==> src/vphd_pkg.sv <==
`timescale 1ns / 1ps

package vphd_pkg;

  // shift-add multiplier: one multiplier bit per cycle
  localparam int MUL_A_W   = 48;
  localparam int MUL_B_W   = 32;
  localparam int MUL_P_W   = MUL_A_W + MUL_B_W;
  localparam int MUL_CNT_W = $clog2(MUL_B_W);

  // restoring divider: one quotient bit per cycle
  localparam int DIV_N_W   = 56;
  localparam int DIV_D_W   = 24;
  localparam int DIV_CNT_W = $clog2(DIV_N_W);

  // configuration port
  localparam int CFG_IDX_W  = 2;
  localparam int CFG_DATA_W = 24;
  localparam logic [CFG_IDX_W-1:0] CFG_GAIN  = 2'd0;
  localparam logic [CFG_IDX_W-1:0] CFG_DECAY = 2'd1;
  localparam logic [CFG_IDX_W-1:0] CFG_MODE  = 2'd2;

  typedef struct packed {
    logic               go;
    logic [MUL_A_W-1:0] a;
    logic [MUL_B_W-1:0] b;
  } mul_req_t;

  typedef struct packed {
    logic               done;
    logic [MUL_P_W-1:0] p;
  } mul_rsp_t;

  typedef struct packed {
    logic               go;
    logic [DIV_N_W-1:0] n;
    logic [DIV_D_W-1:0] d;
  } div_req_t;

  typedef struct packed {
    logic               done;
    logic [DIV_N_W-1:0] q;
  } div_rsp_t;

endpackage

==> src/vphd_ifs.sv <==
`timescale 1ns / 1ps

// position word in
interface vphd_pos_if;
  logic        valid;
  logic        ready;
  logic [31:0] pos_x;
  logic [31:0] pos_y;
  logic [19:0] delta_time_us;
  modport source (output valid, output pos_x, output pos_y, output delta_time_us,
                  input ready);
  modport sink (input valid, input pos_x, input pos_y, input delta_time_us,
                output ready);
endinterface

// velocity word out
interface vphd_vel_if;
  logic        valid;
  logic        ready;
  logic [31:0] vel_x;
  logic [31:0] vel_y;
  modport source (output valid, output vel_x, output vel_y, input ready);
  modport sink (input valid, input vel_x, input vel_y, output ready);
endinterface

// register write channel
interface vphd_cfg_if;
  logic                             valid;
  logic                             ready;
  logic [vphd_pkg::CFG_IDX_W-1:0]   index;
  logic [vphd_pkg::CFG_DATA_W-1:0]  data;
  modport source (output valid, output index, output data, input ready);
  modport sink (input valid, input index, input data, output ready);
endinterface

==> src/vphd_mul.sv <==
`timescale 1ns / 1ps

// Unsigned shift-add multiplier, one bit of b per cycle.
module vphd_mul (
  input  logic               clk,
  input  logic               rst,
  input  vphd_pkg::mul_req_t req,
  output vphd_pkg::mul_rsp_t rsp
);

  logic [vphd_pkg::MUL_A_W-1:0]   a_r;
  logic [vphd_pkg::MUL_B_W-1:0]   b_r;
  logic [vphd_pkg::MUL_P_W-1:0]   p;
  logic [vphd_pkg::MUL_CNT_W-1:0] cnt;
  logic                           busy;
  logic                           done;
  logic [vphd_pkg::MUL_A_W:0]     psum;

  // add multiplicand into the upper half when the current bit is set
  always_comb begin
    psum = {1'b0, p[vphd_pkg::MUL_P_W-1:vphd_pkg::MUL_B_W]} +
           (b_r[0] ? {1'b0, a_r} : '0);
  end

  always_ff @(posedge clk) begin
    if (rst) begin
      busy <= 1'b0;
      done <= 1'b0;
    end else begin
      done <= 1'b0;
      if (req.go) begin
        a_r  <= req.a;
        b_r  <= req.b;
        p    <= '0;
        cnt  <= '0;
        busy <= 1'b1;
      end else if (busy) begin
        p   <= {psum, p[vphd_pkg::MUL_B_W-1:1]};
        b_r <= b_r >> 1;
        cnt <= cnt + 1'b1;
        if (cnt == vphd_pkg::MUL_CNT_W'(vphd_pkg::MUL_B_W - 1)) begin
          busy <= 1'b0;
          done <= 1'b1;
        end
      end
    end
  end

  assign rsp.done = done;
  assign rsp.p    = p;

endmodule

==> src/vphd_div.sv <==
`timescale 1ns / 1ps

// Unsigned restoring divider, one quotient bit per cycle.
module vphd_div (
  input  logic               clk,
  input  logic               rst,
  input  vphd_pkg::div_req_t req,
  output vphd_pkg::div_rsp_t rsp
);

  logic [vphd_pkg::DIV_N_W-1:0]   n_r;
  logic [vphd_pkg::DIV_D_W-1:0]   d_r;
  logic [vphd_pkg::DIV_D_W-1:0]   rem;
  logic [vphd_pkg::DIV_CNT_W-1:0] cnt;
  logic                           busy;
  logic                           done;
  logic [vphd_pkg::DIV_D_W:0]     rshift;
  logic [vphd_pkg::DIV_D_W:0]     rdiff;
  logic                           qbit;

  // trial subtract of the divisor from the shifted remainder
  always_comb begin
    rshift = {rem, n_r[vphd_pkg::DIV_N_W-1]};
    rdiff  = rshift - {1'b0, d_r};
    qbit   = (rshift >= {1'b0, d_r});
  end

  always_ff @(posedge clk) begin
    if (rst) begin
      busy <= 1'b0;
      done <= 1'b0;
    end else begin
      done <= 1'b0;
      if (req.go) begin
        n_r  <= req.n;
        d_r  <= req.d;
        rem  <= '0;
        cnt  <= '0;
        busy <= 1'b1;
      end else if (busy) begin
        rem <= qbit ? rdiff[vphd_pkg::DIV_D_W-1:0] : rshift[vphd_pkg::DIV_D_W-1:0];
        n_r <= {n_r[vphd_pkg::DIV_N_W-2:0], qbit};
        cnt <= cnt + 1'b1;
        if (cnt == vphd_pkg::DIV_CNT_W'(vphd_pkg::DIV_N_W - 1)) begin
          busy <= 1'b0;
          done <= 1'b1;
        end
      end
    end
  end

  assign rsp.done = done;
  assign rsp.q    = n_r;

endmodule

==> src/velocity_peak_hold_decay.sv <==
`timescale 1ns / 1ps
// A multiply is a 32-step shift-add, a divide a 56-step restoring division. Decay off: a first
// or zero-time word goes straight to the result, else each of the two axes runs a multiply,
// a divide and a gain multiply. Decay on: adds a ratio divide, 12 Taylor multiply/divide pairs,
// up to 32 e^-1 multiplies and 4 to 6 more multiplies. One word in flight; the next word is taken
// the cycle after the result loads, and waits while a result word is stalled.
// Reset (rst, synchronous): registers to their reset values, held and last state cleared.
module velocity_peak_hold_decay (
  input logic        clk,
  input logic        rst,
  vphd_pos_if.sink   pos,
  vphd_vel_if.source vel,
  vphd_cfg_if.sink   cfg
);

  localparam logic [31:0] VEL_SCALE   = 32'd1000000;
  localparam logic [31:0] EINV_Q30    = 32'd395007542;
  localparam logic [47:0] VEL_CLAMP   = 48'h8000_0000_0000;
  localparam logic [30:0] ONE_Q30     = 31'h4000_0000;
  localparam logic [3:0]  TAYLOR_LAST = 4'd12;
  localparam logic [5:0]  EXP_MAX     = 6'd32;
  localparam logic [15:0] GAIN_RESET  = 16'd256;
  localparam logic [31:0] INT_MAX     = 32'h7FFF_FFFF;
  localparam logic [31:0] INT_MIN     = 32'h8000_0000;

  typedef enum logic [4:0] {
    ST_IDLE, ST_INST, ST_V_MUL, ST_V_DIV, ST_V_GAIN, ST_KSTART, ST_R_DIV,
    ST_T_MUL, ST_T_DIV, ST_E_START, ST_E_MUL, ST_KFIN, ST_D_MUL, ST_SQ_MUL,
    ST_PEAK, ST_B_MUL, ST_DONE
  } state_t;

  state_t state;

  // configuration
  logic [15:0] gain;
  logic [23:0] tau;
  logic        peak;

  // held state
  logic [31:0] last_x, last_y, held_x, held_y;
  logic        have_last;

  // working registers
  logic [31:0] px, py, ix, iy, tsum;
  logic [19:0] dt;
  logic        axis, neg;
  logic [29:0] xq;
  logic [30:0] qe;
  logic [3:0]  tk;
  logic [5:0]  ecnt;
  logic [15:0] kf;
  logic [65:0] sqdiff;
  logic [1:0]  sqi;
  logic        out_valid;
  logic [31:0] out_x, out_y;

  vphd_pkg::mul_req_t mreq;
  vphd_pkg::mul_rsp_t mrsp;
  vphd_pkg::div_req_t dreq;
  vphd_pkg::div_rsp_t drsp;

  vphd_mul u_mul (.clk(clk), .rst(rst), .req(mreq), .rsp(mrsp));
  vphd_div u_div (.clk(clk), .rst(rst), .req(dreq), .rsp(drsp));

  // datapath helpers
  logic [31:0] sel_p, sel_l, d_mag, g_neg, inst_val;
  logic [32:0] d_diff;
  logic [47:0] v_clamp;
  logic [55:0] g_mag;
  logic [35:0] ratio;
  logic [5:0]  e_init;
  logic [29:0] x_init;
  logic [30:0] t_prod, q_start;
  logic [31:0] k_round;
  logic [15:0] k_val;
  logic [31:0] abs_hx, abs_hy, abs_ix, abs_iy, dec_mag, dec_val, sq_op, b_h, b_val;
  logic [32:0] bdx, bdy, bmx, bmy, b_mag;
  logic [16:0] a_blend;
  logic [33:0] b_sgn, b_sum;
  logic [1:0]  sq_next;
  logic [65:0] sq_ext;

  always_comb begin
    // instantaneous velocity for the current axis
    sel_p    = axis ? py : px;
    sel_l    = axis ? last_y : last_x;
    d_diff   = {sel_p[31], sel_p} - {sel_l[31], sel_l};
    d_mag    = d_diff[32] ? 32'(~d_diff + 33'd1) : d_diff[31:0];
    v_clamp  = (drsp.q > {8'd0, VEL_CLAMP}) ? VEL_CLAMP : drsp.q[47:0];
    g_mag    = mrsp.p[63:8];
    g_neg    = ~g_mag[31:0] + 32'd1;
    if (neg) inst_val = (g_mag > 56'h8000_0000) ? INT_MIN : g_neg;
    else     inst_val = (g_mag > 56'h7FFF_FFFF) ? INT_MAX : g_mag[31:0];

    // decay factor
    ratio    = drsp.q[35:0];
    e_init   = (ratio[35:21] != '0) ? EXP_MAX : {1'b0, ratio[20:16]};
    x_init   = {ratio[15:0], 14'd0};
    t_prod   = mrsp.p[60:30];
    q_start  = (tsum[31] || tsum == '0) ? '0 : tsum[30:0];
    k_round  = {1'b0, qe} + 32'd8192;
    k_val    = (k_round[31:30] != 2'd0) ? 16'hFFFF : k_round[29:14];

    // magnitudes
    abs_hx   = held_x[31] ? (~held_x + 32'd1) : held_x;
    abs_hy   = held_y[31] ? (~held_y + 32'd1) : held_y;
    abs_ix   = ix[31] ? (~ix + 32'd1) : ix;
    abs_iy   = iy[31] ? (~iy + 32'd1) : iy;

    // decay result
    dec_mag  = mrsp.p[47:16];
    dec_val  = (axis ? held_y[31] : held_x[31]) ? (~dec_mag + 32'd1) : dec_mag;

    // blend toward the instant velocity
    bdx      = {ix[31], ix} - {held_x[31], held_x};
    bdy      = {iy[31], iy} - {held_y[31], held_y};
    bmx      = bdx[32] ? (~bdx + 33'd1) : bdx;
    bmy      = bdy[32] ? (~bdy + 33'd1) : bdy;
    a_blend  = 17'h10000 - {1'b0, kf};
    b_mag    = mrsp.p[48:16];
    b_sgn    = neg ? (~{1'b0, b_mag} + 34'd1) : {1'b0, b_mag};
    b_h      = axis ? held_y : held_x;
    b_sum    = {{2{b_h[31]}}, b_h} + b_sgn;
    if (b_sum[33] && b_sum[32:31] != 2'b11)       b_val = INT_MIN;
    else if (!b_sum[33] && b_sum[32:31] != 2'b00) b_val = INT_MAX;
    else                                          b_val = b_sum[31:0];

    // speed-squared operands: instant x, y then held x, y
    sq_next  = sqi + 2'd1;
    case (sq_next)
      2'd0:    sq_op = abs_ix;
      2'd1:    sq_op = abs_iy;
      2'd2:    sq_op = abs_hx;
      default: sq_op = abs_hy;
    endcase
    sq_ext   = {2'b00, mrsp.p[63:0]};
  end

  // configuration writes
  always_ff @(posedge clk) begin
    if (rst) begin
      gain <= GAIN_RESET;
      tau  <= '0;
      peak <= 1'b1;
    end else if (cfg.valid) begin
      case (cfg.index)
        vphd_pkg::CFG_GAIN:  gain <= cfg.data[15:0];
        vphd_pkg::CFG_DECAY: tau  <= cfg.data;
        vphd_pkg::CFG_MODE:  peak <= cfg.data[0];
        default: ;
      endcase
    end
  end

  // sequencer
  always_ff @(posedge clk) begin
    if (rst) begin
      state     <= ST_IDLE;
      last_x    <= '0;
      last_y    <= '0;
      held_x    <= '0;
      held_y    <= '0;
      have_last <= 1'b0;
      out_valid <= 1'b0;
      mreq.go   <= 1'b0;
      dreq.go   <= 1'b0;
    end else begin
      mreq.go <= 1'b0;
      dreq.go <= 1'b0;
      if (vel.ready) out_valid <= 1'b0;
      case (state)
        ST_IDLE: begin
          if (pos.valid) begin
            px   <= pos.pos_x;
            py   <= pos.pos_y;
            dt   <= pos.delta_time_us;
            axis <= 1'b0;
            if (have_last && pos.delta_time_us != '0) begin
              state <= ST_INST;
            end else begin
              ix    <= '0;
              iy    <= '0;
              state <= ST_KSTART;
            end
          end
        end
        ST_INST: begin
          neg     <= d_diff[32];
          mreq.go <= 1'b1;
          mreq.a  <= {16'd0, d_mag};
          mreq.b  <= VEL_SCALE;
          state   <= ST_V_MUL;
        end
        ST_V_MUL: begin
          if (mrsp.done) begin
            dreq.go <= 1'b1;
            dreq.n  <= mrsp.p[55:0];
            dreq.d  <= {4'd0, dt};
            state   <= ST_V_DIV;
          end
        end
        ST_V_DIV: begin
          if (drsp.done) begin
            mreq.go <= 1'b1;
            mreq.a  <= v_clamp;
            mreq.b  <= {16'd0, gain};
            state   <= ST_V_GAIN;
          end
        end
        ST_V_GAIN: begin
          if (mrsp.done) begin
            if (axis) begin
              iy    <= inst_val;
              state <= ST_KSTART;
            end else begin
              ix    <= inst_val;
              axis  <= 1'b1;
              state <= ST_INST;
            end
          end
        end
        ST_KSTART: begin
          last_x    <= px;
          last_y    <= py;
          have_last <= 1'b1;
          if (tau == '0) begin
            held_x <= ix;
            held_y <= iy;
            state  <= ST_DONE;
          end else begin
            dreq.go <= 1'b1;
            dreq.n  <= {20'd0, dt, 16'd0};
            dreq.d  <= tau;
            state   <= ST_R_DIV;
          end
        end
        ST_R_DIV: begin
          if (drsp.done) begin
            ecnt    <= e_init;
            xq      <= x_init;
            tsum    <= {1'b0, ONE_Q30};
            tk      <= 4'd1;
            mreq.go <= 1'b1;
            mreq.a  <= {17'd0, ONE_Q30};
            mreq.b  <= {2'd0, x_init};
            state   <= ST_T_MUL;
          end
        end
        ST_T_MUL: begin
          if (mrsp.done) begin
            dreq.go <= 1'b1;
            dreq.n  <= {25'd0, t_prod};
            dreq.d  <= {20'd0, tk};
            state   <= ST_T_DIV;
          end
        end
        ST_T_DIV: begin
          if (drsp.done) begin
            // odd terms subtract, even terms add
            tsum <= tk[0] ? (tsum - {1'b0, drsp.q[30:0]}) : (tsum + {1'b0, drsp.q[30:0]});
            if (tk == TAYLOR_LAST) begin
              state <= ST_E_START;
            end else begin
              tk      <= tk + 4'd1;
              mreq.go <= 1'b1;
              mreq.a  <= {17'd0, drsp.q[30:0]};
              mreq.b  <= {2'd0, xq};
              state   <= ST_T_MUL;
            end
          end
        end
        ST_E_START: begin
          qe <= q_start;
          if (ecnt == '0) begin
            state <= ST_KFIN;
          end else begin
            mreq.go <= 1'b1;
            mreq.a  <= {17'd0, q_start};
            mreq.b  <= EINV_Q30;
            state   <= ST_E_MUL;
          end
        end
        ST_E_MUL: begin
          if (mrsp.done) begin
            qe   <= t_prod;
            ecnt <= ecnt - 6'd1;
            if (ecnt == 6'd1) begin
              state <= ST_KFIN;
            end else begin
              mreq.go <= 1'b1;
              mreq.a  <= {17'd0, t_prod};
              mreq.b  <= EINV_Q30;
            end
          end
        end
        ST_KFIN: begin
          kf      <= k_val;
          axis    <= 1'b0;
          mreq.go <= 1'b1;
          mreq.a  <= {16'd0, abs_hx};
          mreq.b  <= {16'd0, k_val};
          state   <= ST_D_MUL;
        end
        ST_D_MUL: begin
          if (mrsp.done) begin
            if (!axis) begin
              held_x  <= dec_val;
              axis    <= 1'b1;
              mreq.go <= 1'b1;
              mreq.a  <= {16'd0, abs_hy};
              mreq.b  <= {16'd0, kf};
            end else begin
              held_y <= dec_val;
              if (peak) begin
                sqdiff  <= '0;
                sqi     <= 2'd0;
                mreq.go <= 1'b1;
                mreq.a  <= {16'd0, abs_ix};
                mreq.b  <= abs_ix;
                state   <= ST_SQ_MUL;
              end else begin
                axis    <= 1'b0;
                neg     <= bdx[32];
                mreq.go <= 1'b1;
                mreq.a  <= {15'd0, bmx};
                mreq.b  <= {15'd0, a_blend};
                state   <= ST_B_MUL;
              end
            end
          end
        end
        ST_SQ_MUL: begin
          if (mrsp.done) begin
            sqdiff <= sqi[1] ? (sqdiff - sq_ext) : (sqdiff + sq_ext);
            if (sqi == 2'd3) begin
              state <= ST_PEAK;
            end else begin
              sqi     <= sq_next;
              mreq.go <= 1'b1;
              mreq.a  <= {16'd0, sq_op};
              mreq.b  <= sq_op;
            end
          end
        end
        ST_PEAK: begin
          // replace when the new speed squared is strictly larger
          if (!sqdiff[65] && sqdiff != '0) begin
            held_x <= ix;
            held_y <= iy;
          end
          state <= ST_DONE;
        end
        ST_B_MUL: begin
          if (mrsp.done) begin
            if (!axis) begin
              held_x  <= b_val;
              axis    <= 1'b1;
              neg     <= bdy[32];
              mreq.go <= 1'b1;
              mreq.a  <= {15'd0, bmy};
              mreq.b  <= {15'd0, a_blend};
            end else begin
              held_y <= b_val;
              state  <= ST_DONE;
            end
          end
        end
        ST_DONE: begin
          if (!out_valid || vel.ready) begin
            out_x     <= held_x;
            out_y     <= held_y;
            out_valid <= 1'b1;
            state     <= ST_IDLE;
          end
        end
        default: state <= ST_IDLE;
      endcase
    end
  end

  assign pos.ready = (state == ST_IDLE);
  assign cfg.ready = 1'b1;
  assign vel.valid = out_valid;
  assign vel.vel_x = out_x;
  assign vel.vel_y = out_y;

endmodule

==> src/flat_wrapper.sv <==
// flat-port wrapper written by rule: the top's interface ports become plain ports
module velocity_peak_hold_decay_flat 
  (clk, rst, pos_valid, pos_pos_x, pos_pos_y, pos_delta_time_us, pos_ready, vel_valid, vel_vel_x, vel_vel_y, vel_ready, cfg_valid, cfg_index, cfg_data, cfg_ready);
  vphd_pos_if pos_i ();
  vphd_vel_if vel_i ();
  vphd_cfg_if cfg_i ();
  input logic clk;
  input logic rst;
  input wire logic [$bits(pos_i.valid)-1:0] pos_valid;
  input wire logic [$bits(pos_i.pos_x)-1:0] pos_pos_x;
  input wire logic [$bits(pos_i.pos_y)-1:0] pos_pos_y;
  input wire logic [$bits(pos_i.delta_time_us)-1:0] pos_delta_time_us;
  output wire logic [$bits(pos_i.ready)-1:0] pos_ready;
  output wire logic [$bits(vel_i.valid)-1:0] vel_valid;
  output wire logic [$bits(vel_i.vel_x)-1:0] vel_vel_x;
  output wire logic [$bits(vel_i.vel_y)-1:0] vel_vel_y;
  input wire logic [$bits(vel_i.ready)-1:0] vel_ready;
  input wire logic [$bits(cfg_i.valid)-1:0] cfg_valid;
  input wire logic [$bits(cfg_i.index)-1:0] cfg_index;
  input wire logic [$bits(cfg_i.data)-1:0] cfg_data;
  output wire logic [$bits(cfg_i.ready)-1:0] cfg_ready;
  assign pos_i.valid = pos_valid;
  assign pos_i.pos_x = pos_pos_x;
  assign pos_i.pos_y = pos_pos_y;
  assign pos_i.delta_time_us = pos_delta_time_us;
  assign pos_ready = pos_i.ready;
  assign vel_valid = vel_i.valid;
  assign vel_vel_x = vel_i.vel_x;
  assign vel_vel_y = vel_i.vel_y;
  assign vel_i.ready = vel_ready;
  assign cfg_i.valid = cfg_valid;
  assign cfg_i.index = cfg_index;
  assign cfg_i.data = cfg_data;
  assign cfg_ready = cfg_i.ready;
  velocity_peak_hold_decay u_core (.clk(clk), .rst(rst), .pos(pos_i), .vel(vel_i), .cfg(cfg_i));
endmodule
==> config.mk <==
export PLATFORM = sky130hd
export DESIGN_NAME = velocity_peak_hold_decay_flat
export DESIGN_NICKNAME = d
export VERILOG_FILES = /design/src/vphd_pkg.sv /design/src/vphd_ifs.sv /design/src/vphd_mul.sv /design/src/vphd_div.sv /design/src/velocity_peak_hold_decay.sv /design/src/flat_wrapper.sv
export SDC_FILE = /design/constraint.sdc
export NUM_CORES = 2
export LEC_CHECK = 0
export BUFFER_PORTS_ARGS = -buffer_cell sky130_fd_sc_hd__buf_2
export CORE_MARGIN = 8
export CORE_UTILIZATION = 40
export DETAILED_ROUTE_END_ITERATION = 8
export HOLD_SLACK_MARGIN = 0.15
export SETUP_SLACK_MARGIN = 0.15
export SLEW_MARGIN = 20
export SYNTH_ARGS = -nofsm -noshare
export SYNTH_HDL_FRONTEND = slang
export SYNTH_SLANG_ARGS = --single-unit
==> constraint.sdc <==
create_clock -name clk -period 9.1 [get_ports clk]
set_input_delay 1.82 -clock clk [delete_from_list [all_inputs] [get_ports clk]]
set_output_delay 1.82 -clock clk [all_outputs]
set_load 0.02 [all_outputs]
; ---- Word level (Yosys, flattened, before mapping)
; Cells that the tools add are included.
[op_classes]
eq_ne = 57
n_bitwise = 13
addsub = 27
mux = 145
order_cmp = 4
reduce_logical = 61
[ops]
columns = op, n
row1 = two-way mux 81 bit, 16
row2 = two-way mux 32 bit, 37
row3 = case mux 81 bit (10 select lines), 1
row4 = two-way mux 66 bit, 5
row5 = case mux 32 bit (4 select lines), 2
row6 = case mux 81 bit (3 select lines), 1
row7 = adder 32 x 1 -> 32 bit (second input constant), 7
row8 = NOT 32 bit, 7
row9 = case mux 32 bit (2 select lines), 3
row10 = case mux 66 bit (2 select lines), 1
row11 = two-way mux 56 bit, 2
row12 = subtractor 32 x 32 -> 33 bit, 3
row13 = two-way mux 48 bit, 2
row14 = case mux 32 bit (3 select lines), 1
row15 = two-way mux 5 bit, 18
row16 = case mux 5 bit (17 select lines), 1
row17 = two-way mux 80 bit, 1
row18 = adder 33 x 1 -> 33 bit (second input constant), 2
row19 = adder 66 x 64 -> 66 bit, 1
row20 = two-way mux 33 bit, 2
row21 = NOT 33 bit, 2
row22 = nonzero test 66 bit, 1
row23 = subtractor 66 x 64 -> 66 bit, 1
row24 = two-way mux 65 bit, 1
row25 = 70 further kinds, 189
[totals]
register_bits = 1004
elab_cells = 352
out_inout_bits = 67
input_bits = 115

; ---- Depth between registers and ports, before layout
[logic_depth]
ltp_word = 11
depth_mapped = 26
mapped_depth_nobuf = 24

; ---- Cells and area by module
; Synthesis repeated with hierarchy kept, for this count alone.
[hier_totals]
hier_cells = 7404
hier_area_um2 = 68665.9
[modules_own_cells]
columns = module, cells_each, seq_area_each_um2, instances, area_per_inst_um2
row1 = velocity_peak_hold_decay, 6165, 19598.8, 1, 53536.3
row2 = vphd_mul, 788, 4994.8, 1, 9283.9
row3 = vphd_div, 451, 3343.2, 1, 5845.6

; ---- Worst setup path after synthesis
; No wires, ideal clock.
[synth_path]
kind = input-to-reg
startpoint = input rst
endpoint = register u_core.dt[0] (enable)
slack_ps = -81
setup_ps = 647
arrival_time_ps = 8534
n_path_buf = 3
path_stages = 4
t_required_ps = 8453
cell_sequence = clkbuf_1 > clkbuf_1 > clkbuf_1 > nor3b_1
[synth_via]
elab_chain_len = 2
[synth_lines]
columns = item, line
row1 = "start, declared", flat_wrapper.sv:8  ; input logic rst;
row2 = NOT 1 bit (no source line), --
row3 = AND reduction 3 bit (no source line), --
row4 = "end signal, assigned", velocity_peak_hold_decay.sv:176  ; dt <= pos.delta_time_us;
row5 = "end, declared", velocity_peak_hold_decay.sv:45  ; logic [19:0] dt;
; Every way passes these cells.
; A chain may end at the register's enable or synchronous reset.

; ---- Worst setup path after layout
[layout_path]
startpoint = register u_core.u_mul.p[27] (netlist bit)
endpoint = register u_core.held_x[26]
[layout_via]
elab_chain_len = 11
word_cells_on_any_way = 19
cone_classes = 3 x add/sub / 1 x eq/ne / 9 x mux / 2 x bitwise / 4 x reduce/logical
[layout_lines]
columns = item, line
row1 = "start, declared", vphd_mul.sv:13  ; logic [vphd_pkg::MUL_P_W-1:0] p;
row2 = "start signal, assigned", vphd_mul.sv:38  ; p <= {psum, p[vphd_pkg::MUL_B_W-1:1]};
row3 = NOT 33 -> 34 bit, velocity_peak_hold_decay.sv:121  ; b_sgn = neg ? (~{1'b0, b_mag} + 34'd1) : {1'b0, b_mag};
row4 = adder 34 x 1 -> 34 bit, velocity_peak_hold_decay.sv:121
row5 = two-way mux 34 bit, velocity_peak_hold_decay.sv:121
row6 = adder 34 bit, velocity_peak_hold_decay.sv:123  ; b_sum = {{2{b_h[31]}}, b_h} + b_sgn;
row7 = nonzero test 2 bit or logical NOT 1 bit (tied branches), velocity_peak_hold_decay.sv:125  ; else if (!b_sum[33] && b_sum[32:31] != 2'b00) b_val = INT_MAX;
row8 = logical AND 1 bit, velocity_peak_hold_decay.sv:125
row9 = two-way mux 32 bit, velocity_peak_hold_decay.sv:125
row10 = two-way mux 32 bit, velocity_peak_hold_decay.sv:124  ; if (b_sum[33] && b_sum[32:31] != 2'b11) b_val = INT_MIN;
row11 = two-way mux 32 bit, velocity_peak_hold_decay.sv:355  ; if (!axis) begin
row12 = two-way mux 32 bit, velocity_peak_hold_decay.sv:354  ; if (mrsp.done) begin
row13 = case mux 32 bit (4 select lines) (*), velocity_peak_hold_decay.sv:171  ; case (state)
row14 = "end signal, assigned", velocity_peak_hold_decay.sv:227  ; held_x <= ix;
row15 = "end signal, assigned", velocity_peak_hold_decay.sv:348  ; held_x <= ix;
row16 = "end signal, assigned", velocity_peak_hold_decay.sv:356  ; held_x <= b_val;
row17 = "end, declared", velocity_peak_hold_decay.sv:40  ; logic [31:0] last_x, last_y, held_x, held_y;
; Mark *: on every way between the ends. The rest lies on a longest branch, timed or not. The select of a mux whose other input is x is not followed.

==> reports/results.ini <==
[run_status]
outcome = complete, no violations

[drt]
routed_wl_mm = 294
drt_iter0_drc = 8145
dr.pass1.iters = 9
routed-via-count = 59991
drt-wirelength-per-cell_um = 30.9
antenna_left = 0
vias_per_cell = 6.31
drc = 0

[global_routing]
grt_start_max_net_pins = 101
grt-ovfl-total = 0
grt_pass1_wl_mm = 411
grt_pass1_vias = 55235
grt_usage_pct = 31.2
antenna_found_initial = 28

[critical_path]
cp.arrival_ns = 7.91
cp-startpoint = u_core.u_mul.p[27]$_SDFFCE_PP0P_
cpPeakStageDelay_ns = 0.73
crit_required_ns = 9.72
path_buf_inv = 2
cp_cell_sequence = nor4_1 > nand4_1 > or3_1 > nor3_1 > nand2b_1 > xnor2_1 > ha_1 > a21oi_1 > o21ai_0 > a21o_1 > a221o_1 > a31oi_1 > o21ai_1 > a31oi_1 > mux2i_1 > o21ai_0 > and3_1 > buf_4 > nor2b_1 > buf_4 > a311oi_1
critical_path.top_delay_family = simple AND/OR/NAND/NOR gates
crit_type = reg2reg
timing.rr.start = u_core.u_mul.p[27]$_SDFFCE_PP0P_
crit_path_start_kind = flip-flop
path_max_fanout = 19
cp-end-kind = flip-flop
slowest_stage = nor4_1

[power]
p_int_w = 0.0114
pwr-share-seq_pct = 31.3
vdd_drop_max_mv = 0.178
leakage_nw = 27.5
p_per_area_nw_per_um2 = 279
p_switching_w = 0.00922
p_clk_share_pct = 24.4
combinationalPowerShare_pct = 44.4
switching_share_pct = 44.6

[placement]
gp_congestion = 1.05
post-place-ws_ns = 1.91
dp_hpwl_mm = 225
port_buffers = 180
dp.cells = 9269

[cells_and_area]
drive_gt1_share_pct = 10.2
nFillCells = 15888
final_cells = 9509
regArea_sq_um = 27900
syn2layout_area_growth_pct = 11.6
multiInputGateArea_sq_um = 36300
layout.nets = 7641

[logic_synthesis]
synth_seq_cells = 991
synth_top_area_share_pct = 36.6
ys_top_cells_by_count = nand2_1 (822), edfxtp_1 (809), nor2_1 (624)
yosysSeqAreaShare_pct = 42.1
avgSynthCellArea_sq_um = 9.30
ys_types = 106
synthTopCellsByArea = edfxtp_1 (37%), ha_1 (6.1%), xnor2_1 (5.6%), dfxtp_1 (5.5%), nand2_1 (4.7%)
syn_nets = 7575
syn_inst = 7131
netlist_area_sq_um = 66300
async_reset_ff_share_pct = 0
synth-main-ff-cell = edfxtp_1
synth_largest_area_cell = edfxtp_1
synth_most_common_cell = nand2_1
synth_warnings = 0
synth-edff-count = 809

[clock_network]
cts_root_buffer = clkbuf_16
cts_buffer_depth = 3
cts_tree = done
cts.sinks = 991
path_clk_slew_ns = 0.06
cts_resized = 0
h-tree-depth = 3
post_cts.repair.setup_buffers = 0
numCtsBuffers = 115
insertion_delay_ns = 0.82
cts_hold_buf = 0

[die]
row_count = 149
core-area_sq_um = 165000
dieArea_sq_um = 179000
start_util_pct = 40.3
die_y_um = 423
io_pins = 182
dieWidth_um = 423

[sta]
rsz0062_at_grt = false
period_minus_slack_ns = 7.29
tns_ns = 0
setup_slack_ns = 1.81
maxSlewViolCount = 0
tightest_slew_ns = 1.36
fin_skew_ns = 0.105
setup_violations = 0
period_share_pct = 80.1
hold_viol_final = 0
max_slew_margin_pct = 8.46
fmax_mhz = 137

[worst_hold_path]
min_from = u_core.dreq[14]$_DFFE_PP_
hp-class = reg2reg

[flow_run]
maxCapViolCount = 0

## power groups by stage
| stage | Sequential (W) | Combinational, W | Clock (W) |
|---|---|---|---|
| after floorplan | 0.00603 | 0.00570 | 0 |
| after global placement | 0.00650 | 0.00876 | 0 |
| after detailed placement | 0.00650 | 0.00879 | 0 |
| after CTS | 0.00641 | 0.00883 | 0.00510 |
| after global routing | 0.00645 | 0.00963 | 0.00525 |
| final | 0.00646 | 0.00917 | 0.00503 |
## layer usage
metal / GRT usage (%) / share of wire [%] / vias to the layer above
met5: 0 / 0.044 / -
met1: 41.5 / 40 / 29264
met2: 44.7 / 41 / 3438
li1: - / - / 26558
met4: 19.5 / 7.3 / 12
met3: 8.63 / 11 / 719
## logic make-up (layout without fill, tap and decap cells)
logic type	Yosys count	after routing	synth area share (%)
buf+inv	623	791	3.57
other cells	1	22	0.00565
compound gates	1924	1924	19.3
fa+ha+maj	329	329	6.30
flops	991	991	42.1
mux	191	191	3.10
simple gates	2449	2449	17.4
xor+xnor	623	623	8.23
## worst paths after layout
path                               endpoint  slack [ns]  depth (start not counted)
max reg2reg  u_core.held_x[26]$_SDFFE_PP0P_        1.81                         21
max          u_core.held_x[26]$_SDFFE_PP0P_        1.81                         21
min          u_core.u_div.d_r[14]$_DFFE_PP_        0.42                          0
min reg2reg  u_core.u_div.d_r[14]$_DFFE_PP_        0.42                          0
## flip-flops by register name (all words and copies together) (netlist names), 48 cells and up
name and cells:
u_core.sqdiff 66, u_core.u_mul.a_r 48, u_core.u_div.n_r 56, u_core.u_mul.p 80, u_core.mreq 81, u_core.dreq 81
## per-stage QoR
step                hold slack [ns]  cell area, sq um  power [W]  util [%]
global placement              0.401             69800     0.0153      42.4
global route                  0.418             74000     0.0213      44.9
CTS                           0.409             74000     0.0203      44.9
finish                        0.415             74000     0.0207      44.9
floorplan                     0.400             66300     0.0117         -
detailed placement            0.405             69900     0.0153      42.4
## layout by cell type (no fill, tap or decap), types with 62 or more instances in the layout
cell type,Yosys,layout
xor2_1,196,196
o21ai_0,346,344
nor3_1,172,166
edfxtp_1,809,809
a211oi_1,81,79
inv_1,251,251
dfxtp_1,182,179
ha_1,321,321
and3_1,74,74
a21oi_1,536,532
buf_4,2,136
mux2i_1,75,74
o31ai_1,64,63
nor4_1,89,87
or3_1,62,62
xnor2_1,427,427
clkbuf_16,0,117
a21o_1,164,164
nand3_1,144,142
and2_1,114,114
o211ai_1,64,64
nor2_1,624,611
buf_2,19,179
nand2_1,822,822
nand2b_1,70,70
mux2_2,116,116
nor2b_1,75,74
## layout make-up
type                            instances  share of cell area [%]
Clock buffer                          155                    4.42
Clock inverter                         64                    1.14
Tap cell                             2189                    3.70
Antenna cell                           21                  0.0710
Sequential cell                       991                    37.7
Inverter                              254                    1.29
Timing Repair Buffer                  318                    2.66
Multi-Input combinational cell       5517                    49.0
Power figures use the tool's default switching activity.
